[src/sv/osmo_pkg.sv]
package osmo_pkg;

   // production sequencer states; rinse is a transient target only, never stored
   typedef enum logic [2:0] {
      PS_IDLE       = 3'd0,
      PS_MANUAL     = 3'd1,
      PS_PRECLEAN   = 3'd2,
      PS_CLEAN      = 3'd3,
      PS_PREOSMOSIS = 3'd4,
      PS_OSMOSIS    = 3'd5,
      PS_ERROR      = 3'd6,
      PS_RINSE      = 3'd7
   } prod_state_type;

   typedef enum logic [1:0] {
      FS_OFF    = 2'd0,
      FS_ON     = 2'd1,
      FS_ERROR  = 2'd2,
      FS_MANUAL = 2'd3
   } fill_state_type;

   // action code 3 is unused and changes nothing
   typedef enum logic [1:0] {
      ACT_TICK       = 2'd0,
      ACT_RESET_PROD = 2'd1,
      ACT_RESET_FILL = 2'd2
   } action_type;

   typedef enum logic [1:0] {
      PEV_NONE    = 2'd0,
      PEV_STARTED = 2'd1,
      PEV_ENDED   = 2'd2
   } prod_event_type;

   typedef enum logic [1:0] {
      FEV_NONE    = 2'd0,
      FEV_STARTED = 2'd1,
      FEV_ENDED   = 2'd2,
      FEV_TIMEOUT = 2'd3
   } fill_event_type;

   typedef enum logic [2:0] {
      REG_REFILL_TIMEOUT     = 3'd0,
      REG_PRODUCTION_TIMEOUT = 3'd1,
      REG_CLEAN_DURATION     = 3'd2,
      REG_CLEAN_INTERVAL     = 3'd3,
      REG_AUTOMATIC_MODE     = 3'd4,
      REG_REFILL_ENABLE      = 3'd5
   } reg_index_type;

   localparam int unsigned CSR_INDEX_W = 3;
   localparam int unsigned CSR_DATA_W  = 16;
   localparam int unsigned REQ_DATA_W  = 40;
   localparam int unsigned RSP_DATA_W  = 16;

   // request tdata, lowest bit last in this list
   typedef struct packed {
      logic [2:0]  pad;
      logic        refill_manual_switch;
      logic        production_manual_switch;
      logic        aquarium_level_ok;
      logic        tank_bottom_wet;
      logic        tank_top_wet;
      logic [31:0] now_seconds;
   } req_data_type;

   typedef struct packed {
      logic [3:0]     pad;
      fill_event_type refill_event;
      prod_event_type production_event;
      logic           refill_pump;
      logic           flush_valve;
      logic           fresh_valve;
      fill_state_type refill_state;
      prod_state_type production_state;
   } rsp_data_type;

endpackage

[src/sv/osmosis_plant_sequencer_core.sv]
// osmosis plant sequencer core
// one transaction on the req channel is one tick of the plant controller: tuser
// carries the action (tick, reset production machine, reset refill machine) and
// tdata the time in seconds, the level sensors and the two manual switches.
// every request gives exactly one rsp transaction with both machine states, the
// valve and pump drives and the production and refill statistics events.
// the csr port writes the timing and mode registers; write only while no
// request is in flight.
// a request taken sits in the input register, and its response is registered
// when the output is free, which raises rsp_tvalid. throughput: one request
// per clock while rsp_tready is high; the state update is a single pass of
// subtractors and 32-bit compares between the input and response registers.
// a stalled rsp_tready holds the response register; the input register still
// takes one more request, then req_tready drops until the response is taken.
// reset (synchronous) empties both registers, returns both machines to their
// idle states, clears all timers and reloads the register defaults.
module osmosis_plant_sequencer_core (
   input  logic                                 clock,
   input  logic                                 reset,
   // request channel
   input  logic                                 req_tvalid,
   output logic                                 req_tready,
   // now_seconds[31:0], tank_top_wet, tank_bottom_wet, aquarium_level_ok,
   // production_manual_switch, refill_manual_switch, zero fill
   input  logic [osmo_pkg::REQ_DATA_W-1:0]      req_tdata,
   // action
   input  logic [1:0]                           req_tuser,
   // response channel
   output logic                                 rsp_tvalid,
   input  logic                                 rsp_tready,
   // production_state[2:0], refill_state[1:0], fresh_valve, flush_valve,
   // refill_pump, production_event[1:0], refill_event[1:0], zero fill
   output logic [osmo_pkg::RSP_DATA_W-1:0]      rsp_tdata,
   // register writes
   input  logic                                 csr_we,
   input  logic [osmo_pkg::CSR_INDEX_W-1:0]     csr_index,
   input  logic [osmo_pkg::CSR_DATA_W-1:0]      csr_wdata
);

   // configuration registers
   logic [15:0] refill_timeout_ff;
   logic [15:0] production_timeout_ff;
   logic [15:0] clean_duration_ff;
   logic [15:0] clean_interval_ff;
   logic        automatic_mode_ff;
   logic        refill_enable_ff;

   // input register
   logic                   s1_valid_ff;
   osmo_pkg::action_type   s1_action_ff;
   osmo_pkg::req_data_type s1_data_ff;
   logic                   s1_fire;

   // plant state
   osmo_pkg::prod_state_type prod_state_ff, prod_state_in;
   osmo_pkg::fill_state_type fill_state_ff, fill_state_in;
   logic [31:0] run_elapsed_ff,   run_elapsed_in;
   logic [31:0] run_start_ff,     run_start_in;
   logic [31:0] flush_elapsed_ff, flush_elapsed_in;
   logic [31:0] flush_start_ff,   flush_start_in;
   logic [31:0] cycle_elapsed_ff, cycle_elapsed_in;
   logic [31:0] cycle_start_ff,   cycle_start_in;
   logic [31:0] fill_elapsed_ff,  fill_elapsed_in;
   logic [31:0] fill_start_ff,    fill_start_in;
   logic        timeout_reported_ff, timeout_reported_in;

   // tick results before the action select
   osmo_pkg::prod_state_type tk_prod_state, tk_next;
   osmo_pkg::fill_state_type tk_fill_state;
   logic [31:0] tk_run_elapsed, tk_run_start, tk_flush_elapsed, tk_flush_start;
   logic [31:0] tk_cycle_elapsed, tk_cycle_start, tk_fill_elapsed, tk_fill_start;
   logic        tk_timeout_reported;
   osmo_pkg::prod_event_type tk_pev, pev_in;
   osmo_pkg::fill_event_type tk_fev, fev_in;

   logic run_over, cycle_due, flush_done, fill_over;
   logic now_top, now_bottom;
   logic [31:0] now;

   // response register
   logic                   rsp_valid_ff;
   osmo_pkg::rsp_data_type rsp_data_ff, rsp_data_in;

   assign s1_fire    = s1_valid_ff && (!rsp_valid_ff || rsp_tready);
   assign req_tready = !s1_valid_ff || s1_fire;
   assign rsp_tvalid = rsp_valid_ff;
   assign rsp_tdata  = rsp_data_ff;

   assign now        = s1_data_ff.now_seconds;
   assign now_top    = s1_data_ff.tank_top_wet;
   assign now_bottom = s1_data_ff.tank_bottom_wet;

   assign run_over   = run_elapsed_ff >= {16'd0, production_timeout_ff};
   assign cycle_due  = cycle_elapsed_ff >= {16'd0, clean_interval_ff};
   assign flush_done = flush_elapsed_ff >= {16'd0, clean_duration_ff};
   assign fill_over  = fill_elapsed_ff >= {16'd0, refill_timeout_ff};

   // production sequencer step
   always_comb begin
      tk_prod_state    = prod_state_ff;
      tk_run_elapsed   = run_elapsed_ff;
      tk_run_start     = run_start_ff;
      tk_flush_elapsed = flush_elapsed_ff;
      tk_flush_start   = flush_start_ff;
      tk_cycle_elapsed = cycle_elapsed_ff;
      tk_cycle_start   = cycle_start_ff;
      tk_pev           = osmo_pkg::PEV_NONE;
      tk_next          = prod_state_ff;
      if (s1_data_ff.production_manual_switch) begin
         tk_prod_state = osmo_pkg::PS_MANUAL;
      end else if (prod_state_ff == osmo_pkg::PS_MANUAL) begin
         tk_prod_state = osmo_pkg::PS_IDLE;
      end else if (automatic_mode_ff) begin
         // transition priority follows the sequence order
         priority if (prod_state_ff == osmo_pkg::PS_IDLE && !now_top && !now_bottom &&
                      !run_over && !flush_done) begin
            tk_next = osmo_pkg::PS_PRECLEAN;
         end else if (prod_state_ff == osmo_pkg::PS_PRECLEAN && !now_top && !now_bottom &&
                      !run_over && !flush_done) begin
            tk_next = osmo_pkg::PS_CLEAN;
            tk_pev  = osmo_pkg::PEV_STARTED;
         end else if (prod_state_ff == osmo_pkg::PS_CLEAN && !now_top && !run_over &&
                      flush_done) begin
            tk_next = osmo_pkg::PS_PREOSMOSIS;
         end else if (prod_state_ff == osmo_pkg::PS_PREOSMOSIS && !now_top && !run_over &&
                      !cycle_due) begin
            tk_next = osmo_pkg::PS_OSMOSIS;
         end else if (prod_state_ff == osmo_pkg::PS_OSMOSIS && !now_top && !run_over &&
                      cycle_due) begin
            tk_next = osmo_pkg::PS_RINSE;
         end else if (prod_state_ff != osmo_pkg::PS_ERROR && now_top && now_bottom) begin
            if (prod_state_ff == osmo_pkg::PS_OSMOSIS) begin
               tk_pev = osmo_pkg::PEV_ENDED;
            end
            tk_next = osmo_pkg::PS_IDLE;
         end else if ((now_top && !now_bottom) || run_over) begin
            tk_next = osmo_pkg::PS_ERROR;
         end else begin
            tk_next = prod_state_ff;
         end

         // entry actions of the target state, also when staying in it
         unique case (tk_next)
            osmo_pkg::PS_IDLE: begin
               tk_flush_elapsed = '0;
               tk_run_elapsed   = '0;
               tk_cycle_elapsed = '0;
               tk_prod_state    = osmo_pkg::PS_IDLE;
            end
            osmo_pkg::PS_PRECLEAN: begin
               tk_run_start     = now;
               tk_run_elapsed   = 32'd1;
               tk_flush_elapsed = 32'd1;
               tk_flush_start   = now;
               tk_prod_state    = osmo_pkg::PS_PRECLEAN;
            end
            osmo_pkg::PS_RINSE: begin
               tk_flush_elapsed = 32'd1;
               tk_flush_start   = now;
               tk_prod_state    = osmo_pkg::PS_CLEAN;
            end
            osmo_pkg::PS_CLEAN: begin
               tk_flush_elapsed = now - flush_start_ff;
               tk_prod_state    = osmo_pkg::PS_CLEAN;
            end
            osmo_pkg::PS_PREOSMOSIS: begin
               tk_cycle_elapsed = 32'd1;
               tk_cycle_start   = now;
               tk_prod_state    = osmo_pkg::PS_PREOSMOSIS;
            end
            osmo_pkg::PS_OSMOSIS: begin
               tk_run_elapsed   = now - run_start_ff;
               tk_cycle_elapsed = now - cycle_start_ff;
               tk_prod_state    = osmo_pkg::PS_OSMOSIS;
            end
            default: begin
               tk_prod_state = osmo_pkg::PS_ERROR;
            end
         endcase
      end
   end

   // refill machine step, sees the production state of this same tick
   always_comb begin
      tk_fill_state       = fill_state_ff;
      tk_fill_elapsed     = fill_elapsed_ff;
      tk_fill_start       = fill_start_ff;
      tk_timeout_reported = timeout_reported_ff;
      tk_fev              = osmo_pkg::FEV_NONE;
      if (s1_data_ff.refill_manual_switch) begin
         tk_fill_state = osmo_pkg::FS_MANUAL;
      end else if (fill_state_ff == osmo_pkg::FS_MANUAL) begin
         tk_fill_state = osmo_pkg::FS_OFF;
      end else if (refill_enable_ff) begin
         priority if (!(automatic_mode_ff && tk_prod_state == osmo_pkg::PS_IDLE)) begin
            tk_fill_elapsed = '0;
            tk_fill_start   = '0;
            tk_fill_state   = osmo_pkg::FS_OFF;
         end else if (s1_data_ff.aquarium_level_ok && !fill_over) begin
            tk_fill_elapsed = '0;
            tk_fill_start   = '0;
            if (fill_state_ff == osmo_pkg::FS_ON) begin
               tk_fev = osmo_pkg::FEV_ENDED;
            end
            tk_fill_state = osmo_pkg::FS_OFF;
         end else if (!s1_data_ff.aquarium_level_ok && !fill_over &&
                      fill_state_ff == osmo_pkg::FS_OFF) begin
            tk_fill_elapsed = 32'd1;
            tk_fill_start   = now;
            tk_fill_state   = osmo_pkg::FS_ON;
            tk_fev          = osmo_pkg::FEV_STARTED;
         end else if (!s1_data_ff.aquarium_level_ok && !fill_over &&
                      fill_state_ff == osmo_pkg::FS_ON) begin
            tk_fill_elapsed = now - fill_start_ff;
         end else if (!s1_data_ff.aquarium_level_ok && fill_over) begin
            tk_fill_state = osmo_pkg::FS_ERROR;
            // timeout is reported once until the production machine is reset
            if (!timeout_reported_ff) begin
               tk_fev              = osmo_pkg::FEV_TIMEOUT;
               tk_timeout_reported = 1'b1;
            end
         end else if (!s1_data_ff.aquarium_level_ok &&
                      fill_state_ff != osmo_pkg::FS_ERROR) begin
            tk_fill_state = osmo_pkg::FS_OFF;
         end else begin
            tk_fill_state = osmo_pkg::FS_ERROR;
         end
      end
   end

   // action select
   always_comb begin
      prod_state_in       = prod_state_ff;
      fill_state_in       = fill_state_ff;
      run_elapsed_in      = run_elapsed_ff;
      run_start_in        = run_start_ff;
      flush_elapsed_in    = flush_elapsed_ff;
      flush_start_in      = flush_start_ff;
      cycle_elapsed_in    = cycle_elapsed_ff;
      cycle_start_in      = cycle_start_ff;
      fill_elapsed_in     = fill_elapsed_ff;
      fill_start_in       = fill_start_ff;
      timeout_reported_in = timeout_reported_ff;
      pev_in              = osmo_pkg::PEV_NONE;
      fev_in              = osmo_pkg::FEV_NONE;
      unique case (s1_action_ff)
         osmo_pkg::ACT_TICK: begin
            prod_state_in       = tk_prod_state;
            fill_state_in       = tk_fill_state;
            run_elapsed_in      = tk_run_elapsed;
            run_start_in        = tk_run_start;
            flush_elapsed_in    = tk_flush_elapsed;
            flush_start_in      = tk_flush_start;
            cycle_elapsed_in    = tk_cycle_elapsed;
            cycle_start_in      = tk_cycle_start;
            fill_elapsed_in     = tk_fill_elapsed;
            fill_start_in       = tk_fill_start;
            timeout_reported_in = tk_timeout_reported;
            pev_in              = tk_pev;
            fev_in              = tk_fev;
         end
         osmo_pkg::ACT_RESET_PROD: begin
            run_start_in        = '0;
            run_elapsed_in      = '0;
            timeout_reported_in = 1'b0;
            prod_state_in       = osmo_pkg::PS_IDLE;
         end
         osmo_pkg::ACT_RESET_FILL: begin
            fill_elapsed_in = '0;
            fill_start_in   = '0;
            fill_state_in   = osmo_pkg::FS_OFF;
         end
         default: begin
         end
      endcase
   end

   // output decode from the updated states
   always_comb begin
      rsp_data_in                  = '0;
      rsp_data_in.production_state = prod_state_in;
      rsp_data_in.refill_state     = fill_state_in;
      rsp_data_in.production_event = pev_in;
      rsp_data_in.refill_event     = fev_in;
      rsp_data_in.refill_pump      = (fill_state_in == osmo_pkg::FS_ON) ||
                                     (fill_state_in == osmo_pkg::FS_MANUAL);
      unique case (prod_state_in)
         osmo_pkg::PS_MANUAL, osmo_pkg::PS_PREOSMOSIS, osmo_pkg::PS_OSMOSIS: begin
            rsp_data_in.fresh_valve = 1'b1;
            rsp_data_in.flush_valve = 1'b0;
         end
         osmo_pkg::PS_PRECLEAN, osmo_pkg::PS_CLEAN: begin
            rsp_data_in.fresh_valve = 1'b1;
            rsp_data_in.flush_valve = 1'b1;
         end
         default: begin
            rsp_data_in.fresh_valve = 1'b0;
            rsp_data_in.flush_valve = 1'b0;
         end
      endcase
   end

   // configuration registers
   always_ff @(posedge clock) begin
      if (reset) begin
         refill_timeout_ff     <= 16'd20;
         production_timeout_ff <= 16'd9000;
         clean_duration_ff     <= 16'd10;
         clean_interval_ff     <= 16'd30;
         automatic_mode_ff     <= 1'b0;
         refill_enable_ff      <= 1'b1;
      end else if (csr_we) begin
         unique case (csr_index)
            osmo_pkg::REG_REFILL_TIMEOUT:     refill_timeout_ff     <= csr_wdata;
            osmo_pkg::REG_PRODUCTION_TIMEOUT: production_timeout_ff <= csr_wdata;
            osmo_pkg::REG_CLEAN_DURATION:     clean_duration_ff     <= csr_wdata;
            osmo_pkg::REG_CLEAN_INTERVAL:     clean_interval_ff     <= csr_wdata;
            osmo_pkg::REG_AUTOMATIC_MODE:     automatic_mode_ff     <= csr_wdata[0];
            osmo_pkg::REG_REFILL_ENABLE:      refill_enable_ff      <= csr_wdata[0];
            default: begin
            end
         endcase
      end
   end

   // input register
   always_ff @(posedge clock) begin
      if (reset) begin
         s1_valid_ff <= 1'b0;
      end else if (req_tready) begin
         s1_valid_ff <= req_tvalid;
      end
      if (req_tvalid && req_tready) begin
         s1_action_ff <= osmo_pkg::action_type'(req_tuser);
         s1_data_ff   <= osmo_pkg::req_data_type'(req_tdata);
      end
   end

   // plant state and response register
   always_ff @(posedge clock) begin
      if (reset) begin
         prod_state_ff       <= osmo_pkg::PS_IDLE;
         fill_state_ff       <= osmo_pkg::FS_OFF;
         run_elapsed_ff      <= '0;
         run_start_ff        <= '0;
         flush_elapsed_ff    <= '0;
         flush_start_ff      <= '0;
         cycle_elapsed_ff    <= '0;
         cycle_start_ff      <= '0;
         fill_elapsed_ff     <= '0;
         fill_start_ff       <= '0;
         timeout_reported_ff <= 1'b0;
         rsp_valid_ff        <= 1'b0;
      end else begin
         if (s1_fire) begin
            prod_state_ff       <= prod_state_in;
            fill_state_ff       <= fill_state_in;
            run_elapsed_ff      <= run_elapsed_in;
            run_start_ff        <= run_start_in;
            flush_elapsed_ff    <= flush_elapsed_in;
            flush_start_ff      <= flush_start_in;
            cycle_elapsed_ff    <= cycle_elapsed_in;
            cycle_start_ff      <= cycle_start_in;
            fill_elapsed_ff     <= fill_elapsed_in;
            fill_start_ff       <= fill_start_in;
            timeout_reported_ff <= timeout_reported_in;
            rsp_valid_ff        <= 1'b1;
         end else if (rsp_tready) begin
            rsp_valid_ff <= 1'b0;
         end
      end
      if (s1_fire) begin
         rsp_data_ff <= rsp_data_in;
      end
   end

   // a processed request always leaves a response behind
   a_fire_gives_rsp: assert property (@(posedge clock) disable iff (reset)
      s1_fire |=> rsp_valid_ff)
      else $error("processed request produced no response");

   // a waiting request is neither lost nor altered
   a_s1_holds: assert property (@(posedge clock) disable iff (reset)
      s1_valid_ff && !s1_fire |=> s1_valid_ff && $stable(s1_data_ff))
      else $error("waiting request lost or changed");

   // rinse is only a transition target
   a_no_rinse_stored: assert property (@(posedge clock) disable iff (reset)
      prod_state_ff != osmo_pkg::PS_RINSE)
      else $error("rinse code stored as production state");

   // a run start event leaves the sequencer in clean
   a_start_in_clean: assert property (@(posedge clock) disable iff (reset)
      rsp_valid_ff && rsp_data_ff.production_event == osmo_pkg::PEV_STARTED |->
      rsp_data_ff.production_state == osmo_pkg::PS_CLEAN)
      else $error("run start event outside clean");

   // a refill timeout event comes with the refill error state
   a_timeout_in_error: assert property (@(posedge clock) disable iff (reset)
      rsp_valid_ff && rsp_data_ff.refill_event == osmo_pkg::FEV_TIMEOUT |->
      rsp_data_ff.refill_state == osmo_pkg::FS_ERROR && timeout_reported_ff)
      else $error("refill timeout event without error state");

endmodule
[config.mk]
export PLATFORM = sky130hd
export DESIGN_NAME = osmosis_plant_sequencer_core
export DESIGN_NICKNAME = d
export VERILOG_FILES = /design/src/sv/osmo_pkg.sv /design/src/sv/osmosis_plant_sequencer_core.sv
export SDC_FILE = /design/constraint.sdc
export NUM_CORES = 1
export LEC_CHECK = 0
export ABC_AREA = 1
export BUFFER_PORTS_ARGS = -buffer_cell sky130_fd_sc_hd__clkbuf_2
export CORE_UTILIZATION = 30
export CTS_BUF_LIST = sky130_fd_sc_hd__clkbuf_4
export DETAILED_ROUTE_END_ITERATION = 8
export MAX_ROUTING_LAYER = met4
export PLACE_DENSITY_LB_ADDON = 0.2
export REMOVE_ABC_BUFFERS = 1
export SETUP_SLACK_MARGIN = 0.2
export SLEW_MARGIN = 10
export SYNTH_ARGS = -nofsm -noshare
export SYNTH_HDL_FRONTEND = slang
export SYNTH_SLANG_ARGS = --single-unit
[constraint.sdc]
create_clock -name clock -period 3.2 [get_ports clock]
set_input_delay 0.64 -clock clock [delete_from_list [all_inputs] [get_ports clock]]
set_output_delay 0.64 -clock clock [all_outputs]
set_load 0.02 [all_outputs]
# Yosys cells after proc, flatten, opt, wreduce, memory -nomap -nowiden
# Cells that the tools add are included.
dict set report op_classes {
  mul 0
  n_reduce_logical 75
  eq_ne 43
  muxes 76
  shift 0
  n_div 0
  n_lt_le_gt_ge 4
  add_sub_neg 4
  n_bitwise 7
}
# cell n
set ops {}
lappend ops {{two-way mux 32 bit} 20}
lappend ops {{case mux 32 bit (3 select lines)} 3}
lappend ops {{case mux 32 bit (2 select lines)} 4}
lappend ops {{>= comparator 32 x 16 -> 1 bit} 4}
lappend ops {{subtractor 32 bit} 4}
lappend ops {{AND reduction 6 bit} 8}
lappend ops {{two-way mux 3 bit} 13}
lappend ops {{two-way mux 2 bit} 16}
lappend ops {{logical AND 1 bit} 29}
lappend ops {{equality test 3 bit (second input constant)} 9}
lappend ops {{equality test 3 x 2 -> 1 bit (second input constant)} 8}
lappend ops {{!= test 2 bit (second input constant)} 12}
lappend ops {{two-way mux 1 bit} 15}
lappend ops {{case mux 3 bit (5 select lines)} 1}
lappend ops {{logical NOT 3 bit} 4}
lappend ops {{AND reduction 2 bit} 6}
lappend ops {{AND reduction 10 bit} 1}
lappend ops {{OR reduction 10 bit} 1}
lappend ops {{OR reduction 5 bit} 2}
lappend ops {{equality test 3 x 1 -> 1 bit (second input constant)} 3}
lappend ops {{logical NOT 1 bit} 9}
lappend ops {{case mux 2 bit (2 select lines)} 2}
lappend ops {{NOT 1 bit} 7}
lappend ops {{equality test 2 x 1 -> 1 bit (second input constant)} 3}
lappend ops {{other kinds (14)} 25}
dict set report totals {
  register_bits 381
  ram_bits 0
  word_cells 243
  out_inout_bits 18
  mem_count 0
  latch_bits 0
  romBits 0
  input_bits 66
}

# Longest topological paths before layout
dict set report depth {
  depth_word 28
  depth_mapped 28
  ltp_nobuf 27
}

# Worst setup path after synthesis
# Ideal clock, no wire load.
dict set report synth_timing {
  path_kind {flip-flop to flip-flop}
  from {register s1_data_ff, in the netlist now[0]}
  to {register flush_elapsed_ff[24]}
  path_slack_ns 0.128
  n_path_buf 0
  arrival_time_ns 2.940
  setup_ns 0.132
  period_less_slack_ns 3.072
  t_required_ns 3.068
  path_stages_with_launch 22
  cell_sequence {edfxtp_1 -> inv_1 -> ha_1 -> inv_1 -> fa_1 -> nand2_1 -> inv_1 -> o21ai_0 -> nand2_1 -> nand2_1 -> nand2_1 -> a21boi_0 -> o21ai_0 -> a21oi_1 -> o21ai_0 -> nand2_1 -> nand2_1 -> a21oi_1 -> xor2_1 -> inv_1 -> nand3_1 -> a21oi_1}
}
dict set report synth_between {
  elab_chain_len 2
}
# element line_no
set synth_lines {}
lappend synth_lines {{from (decl)} osmosis_plant_sequencer_core.sv:51} ;# osmo_pkg::req_data_type s1_data_ff;
lappend synth_lines {{from (signal assigned)} osmosis_plant_sequencer_core.sv:335} ;# s1_data_ff <= osmo_pkg::req_data_type'(req_tdata);
lappend synth_lines {{subtractor 32 bit} osmosis_plant_sequencer_core.sv:163} ;# tk_flush_elapsed = now - flush_start_ff;
lappend synth_lines {{case mux 32 bit (3 select lines)} osmosis_plant_sequencer_core.sv:143} ;# unique case (tk_next)
lappend synth_lines {{to (signal assigned)} osmosis_plant_sequencer_core.sv:360} ;# flush_elapsed_ff <= flush_elapsed_in;
lappend synth_lines {{to (decl)} osmosis_plant_sequencer_core.sv:59} ;# logic [31:0] flush_elapsed_ff, flush_elapsed_in;
# Every way passes these cells.
# A chain may end at the register's enable or synchronous reset.

# Final worst setup path
dict set report layout_timing {
  from {register production_timeout_ff[15]}
  to {register fill_elapsed_ff[3]}
}
dict set report layout_between {
  elab_chain_len 25
  word_cells_on_any_way 43
  classes_between {order compare (1); eq/ne (6); mux (19); reduce/logical (17)}
}
# element line_no
set layout_lines {}
lappend layout_lines {{from (decl)} osmosis_plant_sequencer_core.sv:42} ;# logic [15:0] production_timeout_ff;
lappend layout_lines {{from (signal assigned)} osmosis_plant_sequencer_core.sv:315} ;# osmo_pkg::REG_PRODUCTION_TIMEOUT: production_timeout_ff <= csr_wdata;
lappend layout_lines {{>= comparator 32 x 16 -> 1 bit *} osmosis_plant_sequencer_core.sv:93} ;# assign run_over = run_elapsed_ff >= {16'd0, production_timeout_ff};
lappend layout_lines {{logical OR 1 bit or logical NOT 1 bit (tied branches)} --}
lappend layout_lines {{two-way mux 3 bit or logical AND 1 bit (tied branches)} {osmosis_plant_sequencer_core.sv:136, osmosis_plant_sequencer_core.sv:128}}
lappend layout_lines {{two-way mux 3 bit or logical AND 1 bit (tied branches)} {osmosis_plant_sequencer_core.sv:131, osmosis_plant_sequencer_core.sv:128}}
lappend layout_lines {{two-way mux 3 bit} osmosis_plant_sequencer_core.sv:128} ;# end else if (prod_state_ff == osmo_pkg::PS_OSMOSIS && !now_top && !run_over &&
lappend layout_lines {{two-way mux 3 bit} osmosis_plant_sequencer_core.sv:125} ;# end else if (prod_state_ff == osmo_pkg::PS_PREOSMOSIS && !now_top && !run_over &&
lappend layout_lines {{two-way mux 3 bit} osmosis_plant_sequencer_core.sv:122} ;# end else if (prod_state_ff == osmo_pkg::PS_CLEAN && !now_top && !run_over &&
lappend layout_lines {{two-way mux 3 bit} osmosis_plant_sequencer_core.sv:118} ;# end else if (prod_state_ff == osmo_pkg::PS_PRECLEAN && !now_top && !now_bottom &&
lappend layout_lines {{(+9 left out)} --}
lappend layout_lines {{two-way mux 3 bit *} osmosis_plant_sequencer_core.sv:109} ;# if (s1_data_ff.production_manual_switch) begin
lappend layout_lines {{logical NOT 3 bit *} osmosis_plant_sequencer_core.sv:195} ;# priority if (!(automatic_mode_ff && tk_prod_state == osmo_pkg::PS_IDLE)) begin
lappend layout_lines {{logical AND 1 bit *} osmosis_plant_sequencer_core.sv:195}
lappend layout_lines {{two-way mux 32 bit} osmosis_plant_sequencer_core.sv:195}
lappend layout_lines {{two-way mux 32 bit} osmosis_plant_sequencer_core.sv:194} ;# end else if (refill_enable_ff) begin
lappend layout_lines {{two-way mux 32 bit} osmosis_plant_sequencer_core.sv:192} ;# end else if (fill_state_ff == osmo_pkg::FS_MANUAL) begin
lappend layout_lines {{two-way mux 32 bit} osmosis_plant_sequencer_core.sv:190} ;# if (s1_data_ff.refill_manual_switch) begin
lappend layout_lines {{case mux 32 bit (2 select lines)} osmosis_plant_sequencer_core.sv:246} ;# unique case (s1_action_ff)
lappend layout_lines {{to (signal assigned)} osmosis_plant_sequencer_core.sv:364} ;# fill_elapsed_ff <= fill_elapsed_in;
lappend layout_lines {{to (decl)} osmosis_plant_sequencer_core.sv:63} ;# logic [31:0] fill_elapsed_ff, fill_elapsed_in;
# Mark *: on every way between the ends. The rest lies on a longest branch, timed or not. The select of a mux whose other input is x is not followed.

==> metrics.md <==
| Metric | Value |
|---|---|
| Outcome | complete, but fails checks |
| Failing checks | negative setup slack |
| Element type at the critical path start | flip-flop |
| Synth warnings | 0 |
| Yosys cell types | 51 |
| Clock tree root buffer cell | sky130_fd_sc_hd__clkbuf_4 |
| Total power | 12.0 mW |
| Multi-input gate area | 14,500 um2 |
| Area enclosed by the die boundary | 77,900 um2 |
| Core region area | 75,900 um2 |
| Number of maximum-capacitance constraint violations | 0 |
| Worst endpoint required time | 3.95 ns |
| Clock slew at the register clock pins of the worst setup and hold paths | 0.07 ns |
| Unrepaired setup endpoints after global routing | true |
| Worst-case setup margin in the final layout | -0.00486 ns |
| Via density per instance | 4.77 |
| Areal power density over the cells | 384 nW/um2 |
| Fillers | 7,960 |
| Finish-stage setup viols | 2 |
| Number of buffers inserted by port buffering | 76 |
| Mean post-synth cell area | 7.32 um2 |
| Seq cells post-synth | 380 |
| Combined area of all synthesized cells | 23,000 um2 |
| Layout area overhead | 35.6% |
| Fin area | 31,200 um2 |
| Final net count | 3,859 |
| Horizontal extent of the die | 279 um |
| Worst slew margin relative to its limit | 35.9% |
| Peak clock frequency supported by timing | 312 MHz |
| Kind of end point of the critical path | flip-flop |
| DR DRC count | 0 |
| Overall Global Routing Usage | 19.0% |
| Total I/O pin count | 84 |
| Placement Rows | 101 |
| Maximum number of pins on one net before global-route repair | 139 |
| GRT met2 Usage | 29.7% |
| Routed wirelength normalized by instance count | 16.6 um |
| Crit path arrival time | 3.95 ns |
| Remaining global-route overflow | 0 |
| Count of flip-flops with a built-in enable after synthesis | 50 |
| HPWL after DPL | 52,800 um |
| Routed vias | 22,500 |
| Worst-case setup slack after placement | -0.239 ns |
| First-iteration detailed-routing DRC count | 1,410 |
| Worst min-delay path category | in2reg |
| Initial antenna violation count | 2 |
| Last weighted congestion value of the routability-driven placer | 0.882 |
| Top post-synthesis cells by area | sky130_fd_sc_hd__dfxtp_1, sky130_fd_sc_hd__ha_1, sky130_fd_sc_hd__a21oi_1 |
| Final critical path time including I/O delays and setup | 3.20 ns |
| Synthesized instance count | 3,147 |
| Portion of the post-synthesis area used by sequential elements | 35.2% |
| Initial core utilization | 30.3% |
| Transition time of the tightest slew-check pin | 0.956 ns |
| Setup tns final | -0.00539 ns |
| Met1 track demand over resource | 25.0% |
| Fraction of post-synthesis cell area in the top cell type by area | 28.7% |
| Detailed-route wire length | 78,300 um |
| Largest voltage drop on the vdd net | 0.281 mV |
| Period utilization | 100% |
| Most utilized layer in the global route result | met2 |
| Async set-reset flop share out of synthesis | 0% |
| Level count of the clock H-tree | 3 |
| Number of global-route vias before repair | 20,900 |
| Hold Violations, Final | 0 |
| Number of pins exceeding their max-slew limit in the final report | 0 |
| Top fanout value on the critical path | 7 |
| Leakage Power | 12.8 nW |
| TritonCTS clock tree | done |
| Clk sinks | 380 |
| Global-route wire length before repair | 114,000 um |
| Most used DFF post-synth | sky130_fd_sc_hd__dfxtp_1 |
| Clk_skew | 0.0642 ns |
| Placed inst area | 26,200 um2 |
| Footprint of the flip-flops and latches | 8130 um2 |
| Fraction of final layout cells with drive strength greater than 1 | 28.3% |
| Number of clock buffers inserted by TritonCTS | 110 |
| Critical Setup Path Class | reg2reg |
| Maximum clock path buffer count | 3 |
| Cell type contributing the most total cell area after synthesis | sky130_fd_sc_hd__dfxtp_1 |
| Antenna viol nets, final | 0 |
| Die height | 279 um |
| First-pass iteration count of the detailed router | 6 |
| Met3 track demand over resource | 3.21% |
| Worst skew pair latency | 0.93 ns |
==> logic make-up (layout without fill, tap and decap cells) <==
kind of cell	after synthesis	count (layout)	share of synthesized area, %
DFF	380	380	35.2
buffers and inverters	552	1076	9.57
and+or+nand+nor	1174	1175	23.2
other	1	9	0.0163
adders and majority gates	192	192	10.6
AOI/OAI and AO/OA	765	765	18.3
xor gates and xnor gates	83	83	3.16
==> stage by stage <==
| stage | hold slack, ns | util, % | cells |
|---|---|---|---|
| 3_3_place_gp | 0.448 | 34.5 | 4371 |
| 5_1_grt | -0.0110 | 41.1 | 4710 |
| 3_5_place_dp | 0.451 | 34.5 | 4371 |
| 4_1_cts | 0.000818 | 38.1 | 4643 |
| 2_1_floorplan | 0.436 | - | 3021 |
| 6_report | 0.0696 | 41.1 | 4710 |
==> routing by layer <==
layer | vias to the layer above | share of wire (%)
met4 | 0 | 2.2
met2 | 410 | 43
met5 | - | 0
li1 | 11500 | -
met3 | 126 | 4.1
met1 | 10400 | 50
==> power by group <==
| part | internal (mW) | total [mW] | switching, mW |
|---|---|---|---|
| clock network | 2.37 | 4.61 | 2.23 |
| logic | 0.985 | 2.35 | 1.37 |
| registers | 4.94 | 5.03 | 0.0852 |
| total | 8.30 | 12.0 | 3.69 |
==> synth_stat cells, types with 8 or more instances <==
library cell and count:
sky130_fd_sc_hd__nand2_1 499, sky130_fd_sc_hd__a21oi_1 412, sky130_fd_sc_hd__inv_1 412, sky130_fd_sc_hd__dfxtp_1 330, sky130_fd_sc_hd__nor2_1 312, sky130_fd_sc_hd__o21ai_0 200
sky130_fd_sc_hd__ha_1 188, sky130_fd_sc_hd__nand3_1 140, sky130_fd_sc_hd__clkbuf_1 101, sky130_fd_sc_hd__nand4_1 99, sky130_fd_sc_hd__xor2_1 53, sky130_fd_sc_hd__edfxtp_1 50
sky130_fd_sc_hd__a211oi_1 43, sky130_fd_sc_hd__xnor2_1 30, sky130_fd_sc_hd__nor3_1 25, sky130_fd_sc_hd__a21oi_2 22, sky130_fd_sc_hd__nand2_4 21, sky130_fd_sc_hd__or2_2 21
sky130_fd_sc_hd__o211ai_1 16, sky130_fd_sc_hd__a31oi_1 15, sky130_fd_sc_hd__nand3b_1 15, sky130_fd_sc_hd__o21a_1 12, sky130_fd_sc_hd__o21bai_1 11, sky130_fd_sc_hd__buf_2 10
sky130_fd_sc_hd__inv_2 10, sky130_fd_sc_hd__nand2_2 10, sky130_fd_sc_hd__buf_4 9, sky130_fd_sc_hd__nor4_1 9, sky130_fd_sc_hd__a21boi_0 8
==> worst max-delay path: stages (launching register included) <==
cell	delay, ns
sky130_fd_sc_hd__dfxtp_2	0.32
sky130_fd_sc_hd__inv_2	0.07
sky130_fd_sc_hd__ha_4	0.21
sky130_fd_sc_hd__nand2_2	0.06
sky130_fd_sc_hd__nand2_1	0.04
sky130_fd_sc_hd__nor2_1	0.12
sky130_fd_sc_hd__nand2_2	0.11
sky130_fd_sc_hd__nor2_4	0.17
sky130_fd_sc_hd__nand3_4	0.11
sky130_fd_sc_hd__nor2_8	0.21
sky130_fd_sc_hd__nand3_4	0.15
sky130_fd_sc_hd__nand3_4	0.10
sky130_fd_sc_hd__nand2_4	0.07
sky130_fd_sc_hd__a21oi_4	0.15
sky130_fd_sc_hd__nand2_4	0.08
sky130_fd_sc_hd__nand2_4	0.07
sky130_fd_sc_hd__nand3_4	0.08
sky130_fd_sc_hd__nor2_4	0.14
sky130_fd_sc_hd__buf_12	0.14
sky130_fd_sc_hd__nand3b_4	0.17
sky130_fd_sc_hd__buf_6	0.17
sky130_fd_sc_hd__buf_8	0.13
sky130_fd_sc_hd__nand3_2	0.08
sky130_fd_sc_hd__a21oi_2	0.05
==> final timing paths <==
| kind | to | cells past startpoint | start | slack, ns |
|---|---|---|---|---|
| worst max-delay path | fill_elapsed_ff[3]$_SDFFE_PP0P_ | 23 | production_timeout_ff[15]$_SDFFE_PP0P_ | -0.005 |
| worst min register to register | refill_timeout_ff[5]$_SDFFE_PP0P_ | 2 | refill_timeout_ff[5]$_SDFFE_PP0P_ | 0.46 |
| worst min-delay path | automatic_mode_ff$_SDFFE_PP0P_ | 3 | csr_wdata[0] | 0.07 |
| worst max register to register | fill_elapsed_ff[3]$_SDFFE_PP0P_ | 23 | production_timeout_ff[15]$_SDFFE_PP0P_ | -0.005 |
==> cell usage in the layout (no fill, tap or decap), types with 11 or more instances in the layout <==
| master | synthesis | layout |
|---|---|---|
| sky130_fd_sc_hd__a31oi_1 | 15 | 13 |
| sky130_fd_sc_hd__clkinv_1 | 1 | 15 |
| sky130_fd_sc_hd__nor2_1 | 312 | 255 |
| sky130_fd_sc_hd__buf_6 | 7 | 39 |
| sky130_fd_sc_hd__nand2_4 | 21 | 44 |
| sky130_fd_sc_hd__nand2_1 | 499 | 432 |
| sky130_fd_sc_hd__dlygate4sd3_1 | 0 | 43 |
| sky130_fd_sc_hd__o21ai_0 | 200 | 150 |
| sky130_fd_sc_hd__clkbuf_2 | 0 | 75 |
| sky130_fd_sc_hd__dfxtp_2 | 0 | 18 |
| sky130_fd_sc_hd__edfxtp_1 | 50 | 50 |
| sky130_fd_sc_hd__nand4_1 | 99 | 99 |
| sky130_fd_sc_hd__nor3_1 | 25 | 22 |
| sky130_fd_sc_hd__inv_1 | 412 | 388 |
| sky130_fd_sc_hd__o211ai_1 | 16 | 16 |
| sky130_fd_sc_hd__o21ai_2 | 0 | 24 |
| sky130_fd_sc_hd__dfxtp_1 | 330 | 312 |
| sky130_fd_sc_hd__ha_4 | 0 | 24 |
| sky130_fd_sc_hd__nor2_2 | 7 | 33 |
| sky130_fd_sc_hd__inv_2 | 10 | 29 |
| sky130_fd_sc_hd__a211oi_1 | 43 | 38 |
| sky130_fd_sc_hd__xnor2_1 | 30 | 30 |
| sky130_fd_sc_hd__or2_2 | 21 | 20 |
| sky130_fd_sc_hd__o21ai_1 | 6 | 27 |
| sky130_fd_sc_hd__nand3b_1 | 15 | 15 |
| sky130_fd_sc_hd__nand2_2 | 10 | 52 |
| sky130_fd_sc_hd__nand3_4 | 2 | 11 |
| sky130_fd_sc_hd__clkbuf_16 | 0 | 15 |
| sky130_fd_sc_hd__clkbuf_4 | 0 | 163 |
| sky130_fd_sc_hd__a21oi_1 | 412 | 344 |
| sky130_fd_sc_hd__nor2_4 | 2 | 33 |
| sky130_fd_sc_hd__o21a_1 | 12 | 12 |
| sky130_fd_sc_hd__ha_1 | 188 | 162 |
| sky130_fd_sc_hd__xor2_1 | 53 | 51 |
| sky130_fd_sc_hd__buf_12 | 2 | 33 |
| sky130_fd_sc_hd__nand3_1 | 140 | 116 |
| sky130_fd_sc_hd__buf_4 | 9 | 254 |
| sky130_fd_sc_hd__a21oi_2 | 22 | 84 |
| sky130_fd_sc_hd__nand3_2 | 7 | 22 |
==> layout make-up <==
cell class / instances / share of cell area (%)
Sequential cell: 380 / 26.0
Clock inverter: 23 / 0.377
Multi-Input combinational cell: 2219 / 46.3
Timing Repair Buffer: 467 / 14.0
Tap cell: 1030 / 4.13
Antenna cell: 5 / 0.0401
Clock buffer: 163 / 3.92
Inverter: 423 / 5.25
==> timing repair <==
action | 4_1_cts | 5_1_grt
gates resized for setup | 158 | 397
setup endpoints to repair | 267 | 269
setup buffers | 39 | 38
hold buffers | 43 | 0
endpoints found under the hold margin | 42 | 0
cloned | 4 | 24
pin swaps | 63 | 141
(Power assumes the default switching activity.)
